[src/acc_pkg.sv]
// Shared types and constants for the accumulator CPU core.
package acc_pkg;

    localparam logic [31:0] SP_RESET      = 32'd1000;
    localparam logic [31:0] SP_KERNEL     = 32'd1999;
    localparam logic [31:0] VEC_TIMER     = 32'd1000;
    localparam logic [31:0] VEC_SYSCALL   = 32'd1500;
    localparam logic [15:0] LFSR_RESET    = 16'hACE1;
    localparam logic [15:0] LFSR_TAPS     = 16'hB400;

    localparam logic [31:0] OPC_LOAD_IMM  = 32'd1;
    localparam logic [31:0] OPC_LOAD_DIR  = 32'd2;
    localparam logic [31:0] OPC_LOAD_IND  = 32'd3;
    localparam logic [31:0] OPC_LOAD_X    = 32'd4;
    localparam logic [31:0] OPC_LOAD_Y    = 32'd5;
    localparam logic [31:0] OPC_LOAD_SPX  = 32'd6;
    localparam logic [31:0] OPC_STORE     = 32'd7;
    localparam logic [31:0] OPC_RAND      = 32'd8;
    localparam logic [31:0] OPC_PUT       = 32'd9;
    localparam logic [31:0] OPC_ADD_X     = 32'd10;
    localparam logic [31:0] OPC_ADD_Y     = 32'd11;
    localparam logic [31:0] OPC_SUB_X     = 32'd12;
    localparam logic [31:0] OPC_SUB_Y     = 32'd13;
    localparam logic [31:0] OPC_CP_TO_X   = 32'd14;
    localparam logic [31:0] OPC_CP_FROM_X = 32'd15;
    localparam logic [31:0] OPC_CP_TO_Y   = 32'd16;
    localparam logic [31:0] OPC_CP_FROM_Y = 32'd17;
    localparam logic [31:0] OPC_CP_TO_SP  = 32'd18;
    localparam logic [31:0] OPC_CP_FROM_SP= 32'd19;
    localparam logic [31:0] OPC_JUMP      = 32'd20;
    localparam logic [31:0] OPC_JUMP_EQ   = 32'd21;
    localparam logic [31:0] OPC_JUMP_NE   = 32'd22;
    localparam logic [31:0] OPC_CALL      = 32'd23;
    localparam logic [31:0] OPC_RET       = 32'd24;
    localparam logic [31:0] OPC_INC_X     = 32'd25;
    localparam logic [31:0] OPC_DEC_X     = 32'd26;
    localparam logic [31:0] OPC_PUSH      = 32'd27;
    localparam logic [31:0] OPC_POP       = 32'd28;
    localparam logic [31:0] OPC_SYSCALL   = 32'd29;
    localparam logic [31:0] OPC_IRET      = 32'd30;
    localparam logic [31:0] OPC_END       = 32'd50;

    localparam logic [1:0] ST_OK      = 2'd0;
    localparam logic [1:0] ST_HALT    = 2'd1;
    localparam logic [1:0] ST_VIOL    = 2'd2;
    localparam logic [1:0] ST_IGNORED = 2'd3;

    localparam logic [1:0] PK_NONE = 2'd0;
    localparam logic [1:0] PK_INT  = 2'd1;
    localparam logic [1:0] PK_CHAR = 2'd2;

    // One queued item between front and back.
    typedef struct packed {
        logic        op;
        logic [10:0] load_address;
        logic [31:0] load_value;
        logic        timer_irq;
    } t_item;

    // One result item.
    typedef struct packed {
        logic [1:0]  status;
        logic [1:0]  print_kind;
        logic [31:0] print_value;
    } t_result;

    typedef enum logic [3:0] {
        S_IDLE,
        S_FETCH,
        S_FETCH_W,
        S_ARG,
        S_ARG_W,
        S_EXEC,
        S_MEM_W,
        S_IND_W,
        S_POP_CLR,
        S_DONE
    } t_state;

    function automatic logic has_operand(input logic [31:0] opc);
        return (opc >= OPC_LOAD_IMM && opc <= OPC_LOAD_Y) || opc == OPC_STORE ||
               opc == OPC_PUT || (opc >= OPC_JUMP && opc <= OPC_CALL);
    endfunction

endpackage

[src/acc_front.sv]
// Input stage: accepts items and holds them in a two-entry queue.
module acc_front
    import acc_pkg::*;
(
    input  logic  i_clk,
    input  logic  i_rst_n,
    input  logic  i_valid,
    output logic  o_ready,
    input  t_item i_item,
    output logic  o_q_valid,
    input  logic  i_q_ready,
    output t_item o_q_item
);
    t_item      r_slot [2];
    logic       r_wptr, r_rptr;
    logic [1:0] r_count;
    logic       push, pop;

    assign o_ready   = (r_count != 2'd2);
    assign o_q_valid = (r_count != 2'd0);
    assign o_q_item  = r_slot[r_rptr];
    assign push      = i_valid && o_ready;
    assign pop       = o_q_valid && i_q_ready;

    always_ff @(posedge i_clk) begin
        if (!i_rst_n) begin
            r_wptr  <= 1'b0;
            r_rptr  <= 1'b0;
            r_count <= 2'd0;
        end else begin
            if (push) r_wptr <= ~r_wptr;
            if (pop)  r_rptr <= ~r_rptr;
            r_count <= r_count + {1'b0, push} - {1'b0, pop};
        end
        if (push) r_slot[r_wptr] <= i_item;
    end
endmodule

[config.mk]
export PLATFORM = sky130hd
export DESIGN_NAME = acc_front
export DESIGN_NICKNAME = d
export VERILOG_FILES = /design/src/acc_pkg.sv /design/src/acc_front.sv
export SDC_FILE = /design/constraint.sdc
export NUM_CORES = 1
export LEC_CHECK = 0
export BUFFER_PORTS_ARGS = -buffer_cell sky130_fd_sc_hd__buf_2
export CAP_MARGIN = 10
export CORE_ASPECT_RATIO = 0.9
export CORE_UTILIZATION = 55
export DETAILED_ROUTE_END_ITERATION = 8
export GPL_ROUTABILITY_DRIVEN = 0
export GPL_TIMING_DRIVEN = 1
export PLACE_DENSITY = 0.83
export SETUP_SLACK_MARGIN = 0.5
export SYNTH_ARGS = -nofsm -noshare
export SYNTH_HDL_FRONTEND = slang
export SYNTH_SLANG_ARGS = --single-unit
[constraint.sdc]
create_clock -name i_clk -period 6.8 [get_ports i_clk]
set_input_delay 0.34 -clock i_clk [delete_from_list [all_inputs] [get_ports i_clk]]
set_output_delay 0.34 -clock i_clk [all_outputs]
set_load 0.02 [all_outputs]
==> results.md, run 1 <==
- Worst hold stages: 1
- Total negative slack: 0 ns
- RSZ-0062 raised after global routing: false
- Die W: around 88 µm
- Core ar.: 6280 µm²
- Synthesized instance count: 164
- Worst Setup Start Kind: flip-flop
- Routed WL: between 5 and 6 mm
- GRT overflow: 0
- Synth Cell Area: roughly 3700 µm²
- Largest net degree at the start of global routing: between 40 and 50
- Max Cap Viol: 0
- VDD IR-drop max: 266 µV
- Count of different cell masters after synthesis: 18
- Detailed Place HPWL: approximately 3.8 mm
- Area delta synth->final: 19.9%
- Critical Path Fanout Max: 39
- Post-DRT Antenna Nets: 0
- DRT Pass-1 Iters: 4
- Final hold vios: 0
- Post-CTS Resized: 0
- Crit path DAT: 2.00 ns
- Residual DRC count: 0
- Crit path kind: reg -> out
- Reg2Reg Depth: 2
- TritonCTS clock tree: built
- Clk sink count: 95
- CTS Root Cell: clkbuf_8
- Pins Over Slew Limit: 0
- Commonest non-fill, non-tap cells in the layout: 95 x buf_2, 90 x edfxtp_1, 40 x mux2_4, 9 x clkbuf_8, 5 x mux2_2
- Routed vias/inst: between 5 and 6
- I/O pin cnt: 96
- Fmax: roughly 430 MHz
- Status: finished clean
- Clk buf depth: 2
- Post-CTS Hold Fix Bufs: 0
- CTS Buf Count: 9
- Vias in the first global route: 1816
- Port-buffer cells: 95
- Die area: around 7000 µm²
- Core Util, Final: 0.703
- Worst hold path type: in -> reg
- First-pass GRT wire length: a little under 9 mm
- Synth Net Count: 215
- Min cycle time layout: between 2 and 2.5 ns
- Fin area: 4420 µm²
- Die Ht: between 70 and 80 µm
- Worst-Margin Slew: 1.07 ns
- Nets: between 300 and 400
- Initial Util: 0.586
- Pwr per Cell Area: approximately 370 nW/µm²
- H-tree levels: 3
- Worst Skew: roughly 0.0062 ns
- Clk slew on worst S/H paths: about 0.08 ns
- Fill count: 429
- Initial antenna violation count: 1
- Register area share after synthesis: 0.761
- Fin crit share: 0.343
- Via count: ~1800
- Seq cells post-synth: 95
- Clock Latency Late Sink: ~0.35 ns
- Final setup violation count: 0
- Relative slew slack: 0.290
- Leakage: roughly 1.7 nW
- Post-DP Area: 4200 µm²
- Share of cells above drive strength 1: 0.592
- Syn avg cell area: roughly 22 µm²
- Count of yosys warnings during synthesis: 0
- Site Rows: 27
- Commonest non-fill, non-tap cell in the layout: buf_2
- Total global-route track usage: 0.175
- Critical Path RT: ~6.5 ns
- Post-CTS setup buffer count: 0
- WL/cell: between 15 and 20 µm
- Initial DRC Count: 98
- Critical Path Sink Type: output pin
-- worst max-delay path, cell delays in order (launching register included) --
cell and delay, ns:
dfxtp_2 0.45, buf_4 0.60, mux2_2 0.42, buf_2 0.16
-- power breakdown --
part | leakage, nW | internal (mW) | switching [mW] | total (mW)
Combinational | 0.754 | 0.221 | 0.267 | 0.488
Sequential | 0.883 | 0.736 | 0.0303 | 0.767
Clock | 0.102 | 0.206 | 0.179 | 0.384
Total | 1.74 | 1.16 | 0.476 | 1.64
-- kinds of logic after synthesis --
logic type / Yosys count / share of synthesized area
flip-flops: 95 / 0.761
multiplexers: 46 / 0.181
AND/OR/NAND/NOR: 11 / 0.0166
buffers and inverters: 6 / 0.0258
XOR/XNOR: 3 / 0.00713
adder cells (fa/ha/maj): 2 / 0.00679
AO/OA/AOI/OAI: 1 / 0.00204
-- worst paths after layout --
| path | start | endpoint | slack [ns] |
|---|---|---|---|
| worst max-delay path | flip-flop | o_q_item[1] | 4.46 |
| worst min register to register | r_wptr$_SDFFE_PN0N_ | r_wptr$_SDFFE_PN0N_ | 0.53 |
| worst min-delay path | i_item[18] | r_slot[0][18]$_DFFE_PP_ | 0.17 |
| worst max register to register | r_count[0]$_SDFF_PN0_ | r_slot[1][13]$_DFFE_PP_ | 4.96 |
-- metal layers --
layer  vias up  part of all wire  GRT usage  wire [µm]
met5         -                 0          0          0
met4         0             0.021     0.0935        119
met3        13             0.055     0.0589        317
met2        63              0.54      0.305       3130
met1       891              0.38      0.187       2180
li1        842                 -          -          -
-- synthesized netlist by cell type --
master	n	area (µm²)
xnor2_1	3	26.3
or2_2	1	6.26
nand2b_1	2	12.5
buf_12	4	80.1
and3_1	1	6.26
nand2_1	2	7.51
buf_6	1	11.3
mux2_4	40	601
mux2i_1	1	10.0
nor2b_1	2	12.5
and2_1	2	12.5
inv_1	1	3.75
edfxtp_1	90	2700
mux2_2	5	56.3
nor2_1	1	3.75
dfxtp_1	5	100
ha_1	2	25.0
o21a_1	1	7.51
-- cell type report --
cell class              count  area [µm²]  area share
diodes                      1        2.50    0.000566
repair buffers             97         490       0.111
clock buffers              10         128      0.0289
inverters                   1        3.75    0.000850
clock inverters             6        85.1      0.0193
flip-flops and latches     95        2800       0.635
multi-input cells          63         796       0.180
well taps                  87         109      0.0246
-- metrics by stage --
stage	worst slack (ns)	cells	hold slack (ns)	power, mW
2_1_floorplan	3.70	164	0.439	1.17
3_3_place_gp	4.85	343	0.500	1.26
3_5_place_dp	4.82	343	0.526	1.28
4_1_cts	4.42	359	0.151	1.66
5_1_grt	4.35	360	0.147	1.72
6_report	4.46	360	0.171	1.64
-- sequential cells by signal (all words and copies together), names as in the netlist, named ones only --
name / cells
r_wptr: 1
r_count: 2
r_rptr: 1
r_slot: 90
No activity file was read; power rests on OpenSTA's default activity.
==> inputs of run 2 (changes only) <==
Settings changed: CORE_UTILIZATION 55 to 47, PLACE_DENSITY 0.83 to 0.75.
Clock period 6.8 ns to 1.9 ns, I/O delays scaled along.
==> results.md, run 2 (synthesized netlist as in run 1, its figures left out) <==
- Relative slew slack: 0.844 (+0.555)
- Area delta synth->final: 44.0%
- Min cycle time layout: approximately 1.6 ns
- Core ar.: 7580 µm² (+21%)
- Nets: 381 (+20%)
- I/O pin cnt: 96 (unchanged)
- CTS Buf Count: 9 (unchanged)
- Final hold vios: 0 (unchanged)
- Fmax: approximately 640 MHz
- NetSw: 1.92 mW (+300%)
- Critical Path Fanout Max: 13 (-67%)
- Crit path DAT: 1.46 ns (-0.54 ns)
- Clk buf depth: 2 (unchanged)
- Clock Latency Late Sink: 0.35 ns (about the same)
- Port-buffer cells: 95 (unchanged)
- Via count: 2038 (+13%)
- Max Cap Viol: 0 (unchanged)
- Final setup violation count: 0 (unchanged)
- RSZ-0062 raised after global routing: true
- VDD IR-drop max: 768 µV (+190%)
- Die Ht: 86 µm (+8.0%)
- H-tree levels: 3 (unchanged)
- Initial Util: 0.486 (-0.100)
- GRT overflow: 0 (unchanged)
- Fin crit share: 0.819
- Detailed Place HPWL: 3.99 mm (+5.1%)
- Crit path kind: reg -> out
- Critical path buffers and inverters: 2 (unchanged)
- Switching power share of the total: 0.296 (+0.00548)
- Total negative slack: 0 ns (unchanged)
- Crit path cell chain: buf_16 > mux2_4 > buf_2
- Final Non-Filler Cells: 431 (+20%)
- Clk sink count: 95 (unchanged)
- Commonest non-fill, non-tap cells in the layout: 90 x edfxtp_1, 81 x buf_2, 45 x mux2_4, 45 x dlygate4sd3_1, 17 x buf_6
- Top cell family by delay on the critical path: flip-flops
- Post-DRT Antenna Nets: 0 (unchanged)
- Sequential share of power: 0.427 (-0.041)
- Clk network pwr share: 0.195 (-0.039)
- Routed vias/inst: 4.73 (-5.9%)
- Worst hold path type: in -> reg
- Leakage: 2.10 nW (+21%)
- Ant diodes: 0 (-1)
- Largest Register: r_slot
- Share of cells above drive strength 1: 0.555 (-0.0367)
- Site Rows: 30 (+11%)
- Total global-route track usage: 0.170 (-0.00547)
- Clk slew on worst S/H paths: 0.09 ns (about the same)
- Initial DRC Count: 88 (-10%)
- Largest regs: r_slot x90, r_count x2
- Pins Over Slew Limit: 0 (unchanged)
- Worst Skew: 0.0103 ns (+0.00408 ns)
- Initial antenna violation count: 0 (-1)
- Pint: 4.57 mW (+290%)
- Critical Path Sink Type: output pin
- Worst Setup Start Kind: flip-flop
- Die W: 95.3 µm (+8.0%)
- TritonCTS clock tree: built
- Fill count: 500 (+17%)
- Pwr per Cell Area: 1220 nW/µm² (+230%)
- First-pass GRT wire length: 9.93 mm (+14%)
- Vias in the first global route: 2112 (+16%)
- Critical Path Max Stage Delay: 0.45 ns (-0.15 ns)
- DRT Pass-1 Iters: 4 (unchanged)
- Largest net degree at the start of global routing: 32 (-30%)
- Critical Path RT: 1.80 ns (-4.66 ns)
- Die area: 8200 µm² (+17%)
- Residual DRC count: 0 (unchanged)
- Routed WL: 7.05 mm (+23%)
- Dpl cells: 356 (+3.8%)
- Max FFs per register: 90 (unchanged)
- Status: finished clean
- CTS Root Cell: clkbuf_8
- Core Util, Final: 0.700 (-0.00327)
- CP max-delay cell: dfxtp_4
- Commonest non-fill, non-tap cell in the layout: edfxtp_1
- Worst-Margin Slew: 0.232 ns (-0.834 ns)
- Combinational power share: 0.377 (+0.079)
- WL/cell: 16.4 µm (+2.5%)
==> run 2: path summary, 6_finish.rpt <==
path	start	to	slack, ns	cells past startpoint
min reg2reg	r_wptr$_SDFFE_PN0N_	r_wptr$_SDFFE_PN0N_	0.56	2
min	i_rst_n	r_count[1]$_SDFF_PN0_	0.03	2
max reg2reg	r_count[1]$_SDFF_PN0_	r_count[1]$_SDFF_PN0_	0.38	7
max	flip-flop	o_q_item[42]	0.34	3
==> run 2: metal layers <==
metal  track usage  part of all wire  vias up
li1              -                 -      968
met1         0.183              0.41      991
met2         0.310              0.53       67
met3        0.0381             0.045       12
met4        0.0840             0.019        0
met5             0                 0        -
==> run 2: stage by stage <==
| stage | worst slack (ns) | hold WS [ns] | area [µm²] | total power, mW |
|---|---|---|---|---|
| 2_1_floorplan | 0.233 | 0.194 | 3710 | 4.21 |
| 3_3_place_gp | 0.349 | 0.283 | 4270 | 4.60 |
| 3_5_place_dp | 0.301 | 0.286 | 4270 | 4.64 |
| 4_1_cts | 0.318 | 0.00920 | 5040 | 6.15 |
| 5_1_grt | 0.295 | 0.0382 | 5310 | 6.77 |
| 6_report | 0.343 | 0.0333 | 5310 | 6.49 |
==> run 2: power by group through the flow <==
stage                     Clock [mW]  Combinational (mW)  Sequential (mW)
after floorplan                    0                1.46             2.75
after global placement             0                1.82             2.78
after detailed placement           0                1.83             2.80
after CTS                       1.30                2.09             2.76
after global routing            1.38                2.60             2.79
final                           1.27                2.45             2.77
==> run 2: layout make-up <==
type / instances / area [µm²] / share of cell area
Inverter: 1 / 3.75 / 0.000707
Clock buffer: 11 / 131 / 0.0248
Clock inverter: 5 / 57.6 / 0.0108
Multi-Input combinational cell: 63 / 870 / 0.164
Tap cell: 96 / 120 / 0.0226
Timing Repair Buffer: 160 / 1310 / 0.247
Sequential cell: 95 / 2810 / 0.530
==> run 2: repair_timing <==
action                                 CTS  global route
endpoints found under the hold margin   90             0
setup endpoints to repair              109           122
pin swaps                                6             6
setup buffers                            4             5
hold buffers                            45             0
gates resized for setup                 15            42
gates cloned                             1             4
==> inputs of run 3 (changes only) <==
Settings changed: ABC_AREA from default to 1, CORE_UTILIZATION 47 to 52, PLACE_DENSITY 0.75 to 0.79.
Clock period 1.9 ns to 1.6 ns, I/O delays scaled along.
==> results.md, run 3 <==
- Status: finished clean
- Commonest non-fill, non-tap cells in the layout: 90 x edfxtp_1, 53 x buf_2, 52 x buf_6, 46 x dlygate4sd3_1, 40 x mux2_4
- VDD IR-drop max: 1440 µV (+88%)
- Port-buffer cells: 95 (unchanged)
- Via count: 2363 (+16%)
- Site Rows: 28 (-6.7%)
- Synthesized instance count: 176 (+7.3%)
- Top cells by count, synth: 90 x edfxtp_1, 40 x mux2_4, 9 x nand2_1, 8 x nor2_1, 7 x inv_1
- Largest Register: r_slot
- Max FFs per register: 90 (unchanged)
- Fin crit share: 0.988
- Largest net degree at the start of global routing: 21 (-34%)
- Max Cap Viol: 0 (unchanged)
- Routed vias/inst: 5.16 (+9.1%)
- Largest regs: r_slot x90, r_count x2
- Fin area: 6030 µm² (+14%)
- Count leader, synth: edfxtp_1
- CP max-delay cell: dfxtp_4
- Yosys top cell area share: 0.732 (-0.00124)
- Worst hold path type: in -> reg
- Detailed Place HPWL: 4.09 mm (+2.5%)
- DRT Pass-1 Iters: 4 (unchanged)
- Fraction of registers with async set/reset: 0 (unchanged)
- Core Util, Final: 0.897 (+0.197)
- TritonCTS clock tree: built
- Pwr Total: 9.14 mW (+41%)
- I/O pin cnt: 96 (unchanged)
- Reg2Reg Depth: 9 (+2)
- Relative slew slack: 0.803 (-0.0416)
- Die area: 7440 µm² (-9.3%)
- Nets: 413 (+8.4%)
- Reg-to-reg endpoint: r_slot[0][6]$_DFFE_PP_
- Critical Path Max Stage Delay: 0.47 ns (+0.02 ns)
- Seq cells post-synth: 95 (unchanged)
- GRT overflow: 0 (unchanged)
- Crit path kind: reg -> out
- Worst-Margin Slew: 0.296 ns (+0.0637 ns)
- Post-synth EDFFs: 90 (unchanged)
- Leakage: 2.42 nW (+15%)
- Initial Util: 0.549 (+0.0628)
- Worst Skew: 0.00798 ns (-0.00232 ns)
- Crit path cell chain: clkbuf_16 > mux2_4 > buf_2
- Multi-input gate area: 875 µm² (+0.58%)
- Pins Over Slew Limit: 0 (unchanged)
- Post-DP Area: 4320 µm² (+1.1%)
- Core ar.: 6730 µm² (-11%)
- Area leader, netlist: edfxtp_1
- Share of cells above drive strength 1: 0.594 (+0.0388)
- CTS Root Cell: clkbuf_8
- Fmax: approximately 630 MHz
- Reg area: 2810 µm² (unchanged)
- Post-DRT Antenna Nets: 0 (unchanged)
- Vias in the first global route: 2301 (+8.9%)
- Clock Latency Late Sink: 0.35 ns (about the same)
- Min cycle time layout: 1.58 ns
- Worst hold stages: 4 (+2)
- Crit path DAT: 1.50 ns (+0.04 ns)
- Pre-CTS setup slack: 0.106 ns (-0.195 ns)
- Critical Path RT: 1.52 ns (-0.28 ns)
- Residual DRC count: 0 (unchanged)
- Routed WL: 10.1 mm (+43%)
- Clk sink count: 95 (unchanged)
- Pwr per Cell Area: 1520 nW/µm² (+24%)
- Setup slack after layout: 0.0188 ns (-0.324 ns)
- Syn avg cell area: 21.0 µm² (-6.7%)
- Area delta synth->final: 63.5%
- HP Start: i_q_ready
- Worst R2R Setup Slack: 0.04 ns (-0.34 ns)
- Count of yosys warnings during synthesis: 0 (unchanged)
- Register area share after synthesis: 0.759 (-0.00129)
- Total global-route track usage: 0.223 (+0.0528)
- Critical Path Sink Type: output pin
- Synth Cell Area: 3690 µm² (+0.17%)
- Initial DRC Count: 109 (+24%)
- Clk buf depth: 2 (unchanged)
- First-pass GRT wire length: 11.8 mm (+18%)
- Worst Setup Start Kind: flip-flop
- Final setup violation count: 0 (unchanged)
- Top_reg_cell synth: edfxtp_1
- Commonest non-fill, non-tap cell in the layout: edfxtp_1
- Die Ht: 81.9 µm (-4.7%)
- Synth Net Count: 227 (+5.6%)
- RSZ-0062 raised after global routing: true
- Final Non-Filler Cells: 458 (+6.3%)
- Fill count: 251 (-50%)
- Die W: 90.8 µm (-4.8%)
- Final hold vios: 0 (unchanged)
- CTS Buf Count: 9 (unchanged)
- H-tree levels: 3 (unchanged)
- Dpl cells: 362 (+1.7%)
- Top post-synthesis cells by area: edfxtp_1 73%, mux2_4 16%, dfxtp_1 2.7%
- Critical Path Fanout Max: 9 (-4)
- Count of different cell masters after synthesis: 12 (-6)
- Reg2reg start: r_count[0]$_SDFF_PN0_
- Initial antenna violation count: 0 (unchanged)
- Clk slew on worst S/H paths: 0.09 ns (about the same)
- WL/cell: 22.0 µm (+35%)
==> run 3: changes by cell type after synthesis, moves of 2 or more <==
cell	before	now
a21oi_1	0	2
nand2b_1	2	0
nor2b_1	2	0
nor2_1	1	8
inv_1	1	7
nand2_1	2	9
and2_1	2	0
nand3_1	0	3
xnor2_1	3	0
==> run 3: worst max-delay path by stage <==
stage	endpoint	slack [ns]
6_report	o_q_item[32]	0.02
5_1_grt	o_q_item[32]	-0.03
4_1_cts	o_q_item[2]	0.03
3_5_place_dp	r_count[1]$_SDFF_PN0_	0.11
3_3_place_gp	r_count[1]$_SDFF_PN0_	0.24
2_1_floorplan	r_slot[0][0]$_DFFE_PP_	-0.04
==> run 3: critical path: cells and delay by family, from the launching register on <==
kind	cells	cell delay, ns
buffers and inverters	2	0.37
muxes	1	0.30
DFF	1	0.47
==> run 3: routing by layer <==
| metal | share of wire | vias up | wire, µm | global-route usage |
|---|---|---|---|---|
| met1 | 0.38 | 1198 | 3830 | 0.258 |
| met4 | 0.024 | 0 | 241 | 0.0794 |
| met5 | 0 | - | 0 | 0 |
| li1 | - | 1057 | - | - |
| met2 | 0.56 | 89 | 5660 | 0.405 |
| met3 | 0.037 | 19 | 371 | 0.0620 |
==> run 3: metrics by stage <==
stage	TNS (ns)	hold slack [ns]
finish	0	0.109
global route	-0.124	0.121
CTS	0	0.0425
detailed placement	0	0.271
global placement	0	0.268
floorplan	-1.84	0.173
==> run 3: where the power goes <==
group / internal (mW) / leakage (nW) / switching, mW
logic: 2.28 / 1.43 / 1.75
clock network: 0.884 / 0.103 / 0.861
registers: 3.17 / 0.884 / 0.197
total: 6.33 / 2.42 / 2.81
==> run 3: kinds of logic after synthesis <==
group | share of synthesized area
AO/OA/AOI/OAI | 0.00271
adder cells (fa/ha/maj) | 0.00678
buffers and inverters | 0.0319
flip-flops | 0.759
multiplexers | 0.178
AND/OR/NAND/NOR | 0.0214
==> run 3: area by class of cell <==
class | instances | area share
inverter | 7 | 0.00581
multi-input combinational | 69 | 0.145
timing repair buffer | 180 | 0.327
sequential | 95 | 0.466
tap | 90 | 0.0187
clock buffer | 9 | 0.0205
clock inverter | 7 | 0.0160
antenna | 1 | 0.000415
==> run 3: timing repair <==
action / in CTS / in global routing
gates resized for setup: 37 / 101
endpoints found under the setup margin: 138 / 139
cloned: 8 / 7
pin swaps: 7 / 7
setup buffers: 13 / 5
hold buffers: 46 / 0
hold endpoints to repair: 93 / 0
